$ cat src/hdl/assert_macros.svh
// ----------------------------------------------------------------------------
// assert_macros.svh
// concurrent assertion shorthands shared by the rtl
// ----------------------------------------------------------------------------
`ifndef ASSERT_MACROS_SVH
`define ASSERT_MACROS_SVH

// property holds on every edge outside reset
`define ASSERT_ALWAYS(label, clk, rst, cond, msg) \
  label: assert property (@(posedge clk) disable iff (rst) (cond)) else $error(msg);

// antecedent implies consequent on the following edge, checked through reset too
`define ASSERT_NEXT(label, clk, ante, cons, msg) \
  label: assert property (@(posedge clk) (ante) |=> (cons)) else $error(msg);

`endif

$ cat src/hdl/rgbhsl_pkg.sv
// ----------------------------------------------------------------------------
// rgbhsl_pkg
// widths and constants for the rgb to hsl converter
// ----------------------------------------------------------------------------
`timescale 1ns / 1ps
`default_nettype none

package rgbhsl_pkg;

  localparam int RGB_W   = 8;
  localparam int HUE_W   = 9;
  localparam int PCT_W   = 7;
  localparam int QUO_W   = 9;
  localparam int TDATA_W = 24;

  localparam int HUE_MAX = 360;
  localparam int PCT_MAX = 100;

endpackage

`default_nettype wire

$ cat src/hdl/rgbhsl_div.sv
// ----------------------------------------------------------------------------
// rgbhsl_div
// pipelined restoring divider, one quotient bit per register stage
// ----------------------------------------------------------------------------
`timescale 1ns / 1ps
`default_nettype none

module rgbhsl_div #(
  parameter int NUM_W = 16,
  parameter int DEN_W = 9,
  parameter int QUO_W = rgbhsl_pkg::QUO_W
) (
  input  wire logic             clk,
  input  wire logic [QUO_W-1:0] en,
  input  wire logic [NUM_W-1:0] num,
  input  wire logic [DEN_W-1:0] den,
  output logic      [QUO_W-1:0] quo
);

  logic [DEN_W-1:0] rem_r [QUO_W];
  logic [QUO_W-1:0] low_r [QUO_W];
  logic [QUO_W-1:0] quo_r [QUO_W];
  logic [DEN_W-1:0] den_r [QUO_W];

  logic [NUM_W-1:0] num_hi;

  // quotient fits in QUO_W bits, so the top numerator bits are below den
  assign num_hi = num >> QUO_W;

  for (genvar k = 0; k < QUO_W; k++) begin : g_stage
    logic [DEN_W-1:0] rem_in;
    logic [QUO_W-1:0] low_in;
    logic [QUO_W-1:0] quo_in;
    logic [DEN_W-1:0] den_in;
    logic [DEN_W:0]   trial;
    logic             fits;
    logic [DEN_W-1:0] rem_next;

    if (k == 0) begin : g_first
      assign rem_in = num_hi[DEN_W-1:0];
      assign low_in = num[QUO_W-1:0];
      assign quo_in = '0;
      assign den_in = den;
    end else begin : g_next
      assign rem_in = rem_r[k-1];
      assign low_in = low_r[k-1];
      assign quo_in = quo_r[k-1];
      assign den_in = den_r[k-1];
    end

    always_comb begin
      trial    = {rem_in, low_in[QUO_W-1]};
      fits     = (trial >= {1'b0, den_in});
      rem_next = fits ? DEN_W'(trial - {1'b0, den_in}) : trial[DEN_W-1:0];
    end

    always_ff @(posedge clk) begin
      if (en[k]) begin
        rem_r[k] <= rem_next;
        low_r[k] <= {low_in[QUO_W-2:0], 1'b0};
        quo_r[k] <= {quo_in[QUO_W-2:0], fits};
        den_r[k] <= den_in;
      end
    end
  end

  assign quo = quo_r[QUO_W-1];

endmodule

`default_nettype wire

$ cat src/hdl/rgb_to_hsl_convert.sv
// ----------------------------------------------------------------------------
// rgb_to_hsl_convert
// 8-bit rgb pixel to rounded hue (degrees), saturation and lightness (percent)
// ----------------------------------------------------------------------------
// channel  dir  fields (tdata, lsb first)
// s_axis   in   red[7:0] green[15:8] blue[23:16]
// m_axis   out  hue[8:0] saturation[15:9] lightness[22:16], bit 23 zero
//
// one pixel per clock sustained while m_tready is high: min/max stage, numerator
// stage, then nine restoring divider stages (one quotient bit each) for hue
// and saturation; lightness is a reciprocal multiply carried alongside
// rst clears all stage valid bits; payload registers are not reset
// each stage holds its beat while the next one is full and stalled; s_tready
// falls only when every stage is full and m_tready is low
// ----------------------------------------------------------------------------
`timescale 1ns / 1ps
`default_nettype none
`include "assert_macros.svh"

module rgb_to_hsl_convert (
  input  wire logic                            clk,
  input  wire logic                            rst,
  input  wire logic                            s_tvalid,
  output logic                                 s_tready,
  input  wire logic [rgbhsl_pkg::TDATA_W-1:0]  s_tdata,  // red, green, blue
  output logic                                 m_tvalid,
  input  wire logic                            m_tready,
  output logic      [rgbhsl_pkg::TDATA_W-1:0]  m_tdata   // hue, saturation, lightness
);

  import rgbhsl_pkg::*;

  localparam int NS = 2 + QUO_W;

  typedef enum logic [1:0] {MAX_RED, MAX_GREEN, MAX_BLUE} max_sel_t;

  logic [NS-1:0] v;
  logic [NS-1:0] rdy;

  always_comb begin
    rdy[NS-1] = !v[NS-1] || m_tready;
    for (int i = NS - 2; i >= 0; i--) begin
      rdy[i] = !v[i] || rdy[i+1];
    end
  end

  always_ff @(posedge clk) begin
    if (rst) begin
      v <= '0;
    end else begin
      if (rdy[0]) begin
        v[0] <= s_tvalid;
      end
      for (int i = 1; i < NS; i++) begin
        if (rdy[i]) begin
          v[i] <= v[i-1];
        end
      end
    end
  end

  assign s_tready = rdy[0];
  assign m_tvalid = v[NS-1];

  // stage 1: max, min, sum, spread, hue difference term
  logic [RGB_W-1:0] red, green, blue;
  logic [RGB_W-1:0] hi, lo;
  max_sel_t         sel_next;
  logic signed [RGB_W:0] t_next;

  assign red   = s_tdata[RGB_W-1:0];
  assign green = s_tdata[2*RGB_W-1:RGB_W];
  assign blue  = s_tdata[3*RGB_W-1:2*RGB_W];

  always_comb begin
    if (red >= green && red >= blue) begin
      sel_next = MAX_RED;
      hi       = red;
      t_next   = $signed({1'b0, green}) - $signed({1'b0, blue});
    end else if (green >= blue) begin
      sel_next = MAX_GREEN;
      hi       = green;
      t_next   = $signed({1'b0, blue}) - $signed({1'b0, red});
    end else begin
      sel_next = MAX_BLUE;
      hi       = blue;
      t_next   = $signed({1'b0, red}) - $signed({1'b0, green});
    end
    lo = red;
    if (green < lo) lo = green;
    if (blue < lo) lo = blue;
  end

  logic [RGB_W:0]        sum;
  logic [RGB_W-1:0]      diff;
  max_sel_t              sel;
  logic signed [RGB_W:0] t;

  always_ff @(posedge clk) begin
    if (rdy[0]) begin
      sum  <= {1'b0, hi} + {1'b0, lo};
      diff <= hi - lo;
      sel  <= sel_next;
      t    <= t_next;
    end
  end

  // stage 2: rounding numerators and doubled denominators
  localparam int LNUM_W = 14;
  localparam int SNUM_W = 16;
  localparam int SDEN_W = 9;
  localparam int HNUM_W = 18;
  localparam int HDEN_W = 9;

  // x / 102 as (x * 10281) >> 20, exact for x up to 10251
  localparam int LREC    = 10281;
  localparam int LSHIFT  = 20;
  localparam int LPROD_W = 28;

  logic [RGB_W-1:0]        sden8;
  logic [HNUM_W-1:0]       base2;
  logic signed [HNUM_W+1:0] hacc;
  logic [LNUM_W-1:0]       lnum_next;
  logic [SNUM_W-1:0]       snum_next;
  logic [SDEN_W-1:0]       sden_next;
  logic [HNUM_W-1:0]       hnum_next;
  logic [HDEN_W-1:0]       hden_next;

  always_comb begin
    lnum_next = LNUM_W'(sum) * LNUM_W'(20) + LNUM_W'(51);
    sden8     = (sum > 9'd255) ? RGB_W'(9'd510 - sum) : sum[RGB_W-1:0];
    case (sel)
      MAX_RED:   base2 = (t < 0) ? HNUM_W'(diff) * HNUM_W'(720) : '0;
      MAX_GREEN: base2 = HNUM_W'(diff) * HNUM_W'(240);
      default:   base2 = HNUM_W'(diff) * HNUM_W'(480);
    endcase
    hacc = (HNUM_W+2)'(t) * (HNUM_W+2)'(120)
         + $signed((HNUM_W+2)'(base2))
         + $signed((HNUM_W+2)'(diff));
    if (diff == '0) begin
      snum_next = '0;
      sden_next = SDEN_W'(1);
      hnum_next = '0;
      hden_next = HDEN_W'(1);
    end else begin
      snum_next = SNUM_W'(diff) * SNUM_W'(200) + SNUM_W'(sden8);
      sden_next = {sden8, 1'b0};
      hnum_next = hacc[HNUM_W-1:0];
      hden_next = {diff, 1'b0};
    end
  end

  logic [LNUM_W-1:0] lnum;
  logic [SNUM_W-1:0] snum;
  logic [SDEN_W-1:0] sden;
  logic [HNUM_W-1:0] hnum;
  logic [HDEN_W-1:0] hden;

  always_ff @(posedge clk) begin
    if (rdy[1]) begin
      lnum <= lnum_next;
      snum <= snum_next;
      sden <= sden_next;
      hnum <= hnum_next;
      hden <= hden_next;
    end
  end

  // stages 3 to 11: two dividers and the lightness line in lockstep
  logic [QUO_W-1:0]   hue_q, sat_q;
  logic [LPROD_W-1:0] lprod;
  logic [PCT_W-1:0]   light_next;
  logic [PCT_W-1:0]   light_pipe [QUO_W];

  assign lprod      = LPROD_W'(lnum) * LPROD_W'(LREC);
  assign light_next = PCT_W'(lprod >> LSHIFT);

  always_ff @(posedge clk) begin
    if (rdy[2]) begin
      light_pipe[0] <= light_next;
    end
    for (int i = 1; i < QUO_W; i++) begin
      if (rdy[i+2]) begin
        light_pipe[i] <= light_pipe[i-1];
      end
    end
  end

  rgbhsl_div #(.NUM_W(HNUM_W), .DEN_W(HDEN_W), .QUO_W(QUO_W)) u_hue_div (
    .clk (clk),
    .en  (rdy[NS-1:2]),
    .num (hnum),
    .den (hden),
    .quo (hue_q)
  );

  rgbhsl_div #(.NUM_W(SNUM_W), .DEN_W(SDEN_W), .QUO_W(QUO_W)) u_sat_div (
    .clk (clk),
    .en  (rdy[NS-1:2]),
    .num (snum),
    .den (sden),
    .quo (sat_q)
  );

  assign m_tdata = {1'b0, light_pipe[QUO_W-1], sat_q[PCT_W-1:0], hue_q[HUE_W-1:0]};

  `ASSERT_NEXT(a_reset_empty, clk, rst, !m_tvalid, "output valid right after reset")
  `ASSERT_ALWAYS(a_hue_range, clk, rst,
    !m_tvalid || m_tdata[HUE_W-1:0] <= HUE_W'(HUE_MAX), "hue above 360")
  `ASSERT_ALWAYS(a_pct_range, clk, rst,
    !m_tvalid || (m_tdata[15:9] <= PCT_W'(PCT_MAX) && m_tdata[22:16] <= PCT_W'(PCT_MAX)),
    "percent above 100")
  `ASSERT_ALWAYS(a_full_stall, clk, rst,
    !((&v) && !m_tready) || !s_tready, "input ready while pipeline full and stalled")

endmodule

`default_nettype wire
$ cat config.mk
export PLATFORM = sky130hd
export DESIGN_NAME = rgb_to_hsl_convert
export DESIGN_NICKNAME = d
export VERILOG_FILES = /design/src/hdl/rgbhsl_pkg.sv /design/src/hdl/rgbhsl_div.sv /design/src/hdl/rgb_to_hsl_convert.sv
export VERILOG_INCLUDE_DIRS = /design/src /design/src/hdl
export SDC_FILE = /design/constraint.sdc
export NUM_CORES = 1
export LEC_CHECK = 0
export BUFFER_PORTS_ARGS = -buffer_cell sky130_fd_sc_hd__clkbuf_2
export CAP_MARGIN = 10
export CORE_ASPECT_RATIO = 1.5
export CORE_MARGIN = 1.5
export CORE_UTILIZATION = 32
export DETAILED_ROUTE_END_ITERATION = 12
export MAX_ROUTING_LAYER = met4
export PLACE_DENSITY = 0.5
export SYNTH_ARGS = -nofsm -noshare
export SYNTH_HDL_FRONTEND = slang
export SYNTH_SLANG_ARGS = --single-unit
$ cat constraint.sdc
create_clock -name clk -period 5.68 [get_ports clk]
set_input_delay 0.852 -clock clk [delete_from_list [all_inputs] [get_ports clk]]
set_output_delay 0.852 -clock clk [all_outputs]
set_load 0.02 [all_outputs]
==> flow_metrics.env, run 1 <==
export IMPL_hold_path_class="flop to flop"
export IMPL_drv_slew=0
export IMPL_skew_ns=0.0118
export IMPL_dieArea_um2=108000
export IMPL_dr_pass1_iters=5
export IMPL_syn_nets=3492
export IMPL_area_growth_pct=13.9
export IMPL_synth_area_leader_cell="edfxtp_1"
export IMPL_synthCells=2947
export IMPL_crit_fanout=4
export IMPL_htree_num_levels=2
export IMPL_worst_pin_slew_ns=1.11
export IMPL_ant_nets=0
export IMPL_ios=54
export IMPL_pre_cts_slack_ns=-0.323
export IMPL_wl_per_cell_um=14.5
export IMPL_cap_violations=0
export IMPL_outcome="completed"
export IMPL_hpwl_um=54300
export IMPL_setup_viol=0
export IMPL_fin_crit_ns=5.43
export IMPL_final_nets=3677
export IMPL_worstPathRequired_ns=6.03
export IMPL_clk_latency_ns=0.60
export IMPL_ys_top_cells_by_area="edfxtp_1 46%, ha_1 16%, fa_1 4.9%"
export IMPL_yosys_cell_count_top_type="edfxtp_1"
export IMPL_crit_arrival_ns=5.79
export IMPL_die_height_um=401
export IMPL_ys_seq_area_share_pct=46.9
export IMPL_grt_pass1_vias=22300
export IMPL_synth_edf_count=521
export IMPL_cts_path_max_buffers=3
export IMPL_track_usage_pct=12.9
export IMPL_netlist_area_um2=33800
export IMPL_crit_top_cell="ha_1"
export IMPL_endpoint_kind="flop"
export IMPL_ys_seq_elements=532
export IMPL_worst_slack_ns=0.245
export IMPL_async_flop_share_pct=0
export IMPL_setup_worst_path_end="hnum[17]"
export IMPL_r2r_end="hnum[17]"
export IMPL_yosys_warnings=0
export IMPL_ff2ff_path_depth=21
export IMPL_diodes=0
export IMPL_fp_row_count=145
export IMPL_worstSetupPathDepth=21
export IMPL_vias=21000
export IMPL_cts_tree="yes"
export IMPL_clock_fmax_ghz=0.184
export IMPL_startpoint_type="flop"
export IMPL_grt_pass1_wl_um=108000
export IMPL_io_buffers=52
export IMPL_antenna_found_initial=0
export IMPL_ys_flop_type="edfxtp_1"
export IMPL_ys_types=73
export IMPL_path_cells="ha_1, inv_1, fa_1, fa_1, inv_1, ha_1, o21ai_2, o21ai_0, a21oi_1, o21bai_1, or4b_2, o211ai_1, ha_1, ha_1, o21a_1, nor2_1, a31oi_1, xor2_1, xnor2_1, xor2_1, nor2_1"
export IMPL_routabilityCongestion=0.863
export IMPL_grt_ovfl_total=0
export IMPL_min_period_over_period_pct=95.7
export IMPL_relSlewSlack_pct=26.2
export IMPL_r2r_start="t[1]"
export IMPL_critPathKind="flop to flop"
export IMPL_cpLargestDelayFamily="adder cells"
export IMPL_cts_clk_slew_worst_paths_ns=0.06
export IMPL_routed_wl_um=66400
export IMPL_hold_viol_final=0
export IMPL_path_buf_inv=2
export IMPL_synthTopCellsByCount="521 x edfxtp_1, 435 x ha_1, 418 x inv_1"
export IMPL_coreArea_um2=105000
export IMPL_cts_sinks=532
export IMPL_drive_gt1_share_pct=11.6
export IMPL_post_route_drc_count=0
export IMPL_slowest_delay_ns=0.62
export IMPL_synth_top_cell_area_share_pct=46.3
export IMPL_rrSetupSlack_ns=0.25
export IMPL_final_cell_count_no_fill=4571
export IMPL_cts_made_buffers=53
export IMPL_dp_cells=4465
export IMPL_die_x_um=268
export IMPL_initial_core_util_pct=32.4
export IMPL_drt_iter0_drc=676
export IMPL_cp_startpoint="t[1]"
export IMPL_avgViaCountPerCell=4.59
export IMPL_clock_root_buffer="clkbuf_16"
export IMPL_hold_buffers=0
export IMPL_cpMaxStageDelayCell="or4b_2"
export IMPL_grt_max_degree=57
export IMPL_syn_avg_cell_area_um2=11.5
-- flip-flops by register name, indices dropped and copies added, names as in the netlist, 15 cells and up --
name and cells:
hnum 18, light_pipe 63, snum 15, u_hue_div.den_r 64
u_hue_div.low_r 15, u_hue_div.quo_r 45, u_hue_div.rem_r 72, u_sat_div.den_r 64
u_sat_div.low_r 15, u_sat_div.quo_r 28, u_sat_div.rem_r 72
-- worst reg2reg max path, delay by kind of cell (launching register included) --
kind,cells,cell delay (ns)
adders and majority gates,6,2.28
xor gates and xnor gates,3,0.55
AOI/OAI and AO/OA,7,1.05
and+or+nand+nor,3,0.73
buffers and inverters,2,0.09
DFF,1,0.48
-- how the worst min path moves through the flow --
stage                                 from                endpoint  cells after the start
finish                   light_pipe[0][16]       light_pipe[0][23]                      0
global route             light_pipe[0][14]       light_pipe[0][21]                      0
CTS                      light_pipe[0][16]       light_pipe[0][23]                      0
detailed placement       light_pipe[0][11]       light_pipe[0][18]                      0
global placement    u_hue_div.quo_r[0][63]  u_hue_div.quo_r[0][73]                      0
floorplan                 light_pipe[0][3]       light_pipe[0][10]                      0
-- timing repair --
item	4_1_cts	5_1_grt
cloned	0	0
setup endpoints to repair	2	2
pin swaps	1	28
gates resized for setup	3	35
setup buffers	1	7
-- cell families (layout without fill, tap and decap cells) --
kind of cell,after synthesis,count (layout),synth area share (%)
flops,532,532,46.9
fa+ha+maj,517,517,21.0
simple gates,583,583,8.51
mux,87,87,2.75
compound gates,565,565,10.3
xor+xnor,204,204,5.28
other cells,1,1,0.0111
buf+inv,458,686,5.24
-- routing by layer --
layer  track usage, %  vias up  routed length [um]
met4             6.31        0                3400
met2             26.3      208               38800
met3             1.54      126                1510
met5                -        -                   0
li1                 -    10800                   -
met1             11.1     9850               22700
-- through the flow --
step	setup TNS [ns]	cell area (um^2)	hold WS, ns	util [%]
2_1_floorplan	-0.0256	33900	0.400	-
3_3_place_gp	-1.85	36500	0.402	35.0
3_5_place_dp	-2.06	36500	0.405	35.0
4_1_cts	0	38300	0.412	36.6
5_1_grt	-0.00206	38500	0.421	36.9
6_report	0	38500	0.411	36.9
-- layout by cell type (no fill, tap or decap), types with 81 or more instances in the layout --
cell,count
a21oi_1,241
nor2_1,224
xnor2_1,127
o21ai_0,83
edfxtp_1,521
buf_4,112
ha_1,424
inv_1,410
a21o_1,81
nor2b_1,88
-- area by class of cell --
type	count	area, um^2
inverters	420	1580
clock inverters	39	370
clock buffers	59	1370
multi-input cells	1957	16400
flip-flops and latches	532	15900
fillers	10400	66000
repair buffers	168	1150
well taps	1396	1750
Power of run 1 is left out: the tool's default activity adds up to more than one toggle a clock period on the data nets, which glitch-free logic cannot reach.
==> inputs of run 2 (changes only) <==
--- a/config.mk
+++ b/config.mk
@@ -6,7 +6,7 @@
 export SDC_FILE = /design/constraint.sdc
 export NUM_CORES = 1
 export LEC_CHECK = 0
-export BUFFER_PORTS_ARGS = -buffer_cell sky130_fd_sc_hd__clkbuf_2
+export BUFFER_PORTS_ARGS = -buffer_cell sky130_fd_sc_hd__buf_2
 export CAP_MARGIN = 10
 export CORE_ASPECT_RATIO = 1.5
 export CORE_MARGIN = 1.5
==> run 2 against run 1 <==
Critical path depth rose by 2. Sequential share of layout area decreased by 0.085 points. Die area unchanged. Largest cell class unchanged. Highest routed layer unchanged.
==> flow_metrics.env, run 2 (synthesis results as in run 1) <==
export IMPL_coreArea_um2=105000
export IMPL_crit_arrival_ns=5.76
export IMPL_outcome="completed"
export IMPL_r2r_end="hnum[17]"
export IMPL_min_period_over_period_pct=95.3
export IMPL_fillers=10400
export IMPL_grt_pass1_wl_um=108000
export IMPL_hpwl_um=54500
export IMPL_seq_area_um2=15900
export IMPL_worstPathRequired_ns=6.03
export IMPL_track_usage_pct=12.9
export IMPL_path_cells="ha_1, fa_1, inv_1, fa_1, inv_1, ha_4, a21o_1, nand2_1, or3b_2, nand2_1, xor2_1, nor3_1, a21oi_1, o21ai_2, ha_1, ha_4, o21a_1, nor2_2, a31oi_2, xor2_1, xnor2_1, xor2_1, nor2_1"
export IMPL_post_route_drc_count=0
export IMPL_initial_core_util_pct=32.4
export IMPL_cts_tree="yes"
export IMPL_cts_path_max_buffers=3
export IMPL_dr_pass1_iters=6
export IMPL_whs_ns=0.413
export IMPL_dieArea_um2=108000
export IMPL_r2r_start="diff[5]"
export IMPL_hold_path_class="flop to flop"
export IMPL_rrSetupSlack_ns=0.27
export IMPL_ant_nets=0
export IMPL_ios=54
export IMPL_hold_buffers=0
export IMPL_cap_violations=0
export IMPL_area_growth_pct=14.2
export IMPL_drv_slew=0
export IMPL_startpoint_type="flop"
export IMPL_drt_iter0_drc=657
export IMPL_hold_path_depth=0
export IMPL_critPathKind="flop to flop"
export IMPL_diodes=0
export IMPL_clk_latency_ns=0.61
export IMPL_htree_num_levels=2
export IMPL_hold_start="light_pipe[0][29]"
export IMPL_setup_viol=0
export IMPL_vias=20900
export IMPL_fin_crit_ns=5.41
export IMPL_min_to="light_pipe[0][36]"
export IMPL_worst_pin_slew_ns=1.11
export IMPL_mostFrequentLayoutCells="521 x edfxtp_1, 424 x ha_1, 411 x inv_1, 240 x a21oi_1, 223 x nor2_1"
export IMPL_die_x_um=268
export IMPL_clock_fmax_ghz=0.185
export IMPL_cts_sinks=532
export IMPL_grtUsageMet2_pct=26.7
export IMPL_slowest_delay_ns=0.56
export IMPL_wl_per_cell_um=14.6
export IMPL_final_common_cell="edfxtp_1"
export IMPL_clock_root_buffer="clkbuf_16"
export IMPL_drive_gt1_share_pct=11.8
export IMPL_grt_max_degree=57
export IMPL_crit_top_cell="xor2_1"
export IMPL_grtUsageMet3_pct=1.39
export IMPL_grt_busiest_layer="met2"
export IMPL_top_regs="u_hue_div.rem_r: 72 flops, u_sat_div.rem_r: 72 flops"
export IMPL_final_nets=3680
export IMPL_cts_made_buffers=54
export IMPL_endpoint_kind="flop"
export IMPL_crit_fanout=4
export IMPL_grt_ovfl_total=0
export IMPL_antenna_found_initial=0
export IMPL_skew_ns=0.0172
export IMPL_routabilityCongestion=0.872
export IMPL_grt_pass1_vias=22200
export IMPL_met1_usage_pct=11.3
export IMPL_cts_clk_slew_worst_paths_ns=0.06
export IMPL_relSlewSlack_pct=26.3
export IMPL_ff2ff_path_depth=23
export IMPL_cpMaxStageDelayCell="edfxtp_1"
export IMPL_die_height_um=401
export IMPL_avgViaCountPerCell=4.56
export IMPL_fp_row_count=145
export IMPL_io_buffers=52
export IMPL_hold_viol_final=0
export IMPL_multi_input_area_um2=16400
export IMPL_routed_wl_um=66800
[run 2: changes by cell type in the layout (fill, tap and decap cells not counted), sizes merged]
cell      change
buf          +54
clkinv        -3
bufinv        +3
clkinvlp      +1
clkbuf       -52
[run 2: repair_timing]
item	in CTS	in global routing
buffers inserted	4	5
hold endpoints to repair	0	0
pin swaps	4	23
setup endpoints to repair	2	2
resized for setup	3	33
[run 2: worst max path at each step]
stage / startpoint / cells after the start / end
4_1_cts: diff[2] / 26 / hnum[17]
3_5_place_dp: s_tdata[9] / 27 / sum[6]
2_1_floorplan: s_tdata[9] / 27 / sum[6]
5_1_grt: diff[2] / 23 / hnum[17]
3_3_place_gp: s_tdata[9] / 27 / sum[6]
6_report: diff[5] / 23 / hnum[17]
[run 2: stage by stage]
stage	setup slack [ns]	TNS [ns]	instances	area, um^2	utilization (%)
after floorplan	-0.0256	-0.0256	2947	33900	-
after global placement	-0.311	-1.86	4466	36500	35.0
after detailed placement	-0.320	-2.04	4466	36500	35.0
after CTS	0.00788	0	4569	38400	36.8
after global routing	-0.0148	-0.0148	4574	38600	36.9
final	0.267	0	4574	38600	36.9
[run 2: final cells by class]
| cell class | count | share of cell area (%) |
|---|---|---|
| Tap cell | 1396 | 4.53 |
| Timing Repair Buffer | 170 | 3.00 |
| Inverter | 420 | 4.10 |
| Multi-Input combinational cell | 1957 | 42.5 |
| Clock inverter | 40 | 1.13 |
| Clock buffer | 59 | 3.60 |
| Sequential cell | 532 | 41.1 |
[run 2: critical path: cells and delay by family, from the launching register on]
family,cells,cell delay (ns)
fa+ha+maj,6,2.36
simple gates,6,0.79
xor+xnor,4,0.66
compound gates,5,0.67
buf+inv,2,0.12
flops,1,0.56
[run 2: routing by layer]
layer	wire length, um	vias up	share of wire, %
li1	-	10800	-
met1	23000	9788	34
met2	39500	198	59
met3	1390	108	2.1
met4	2880	0	4.3
met5	0	-	0
Power of run 2 is left out for the same reason.
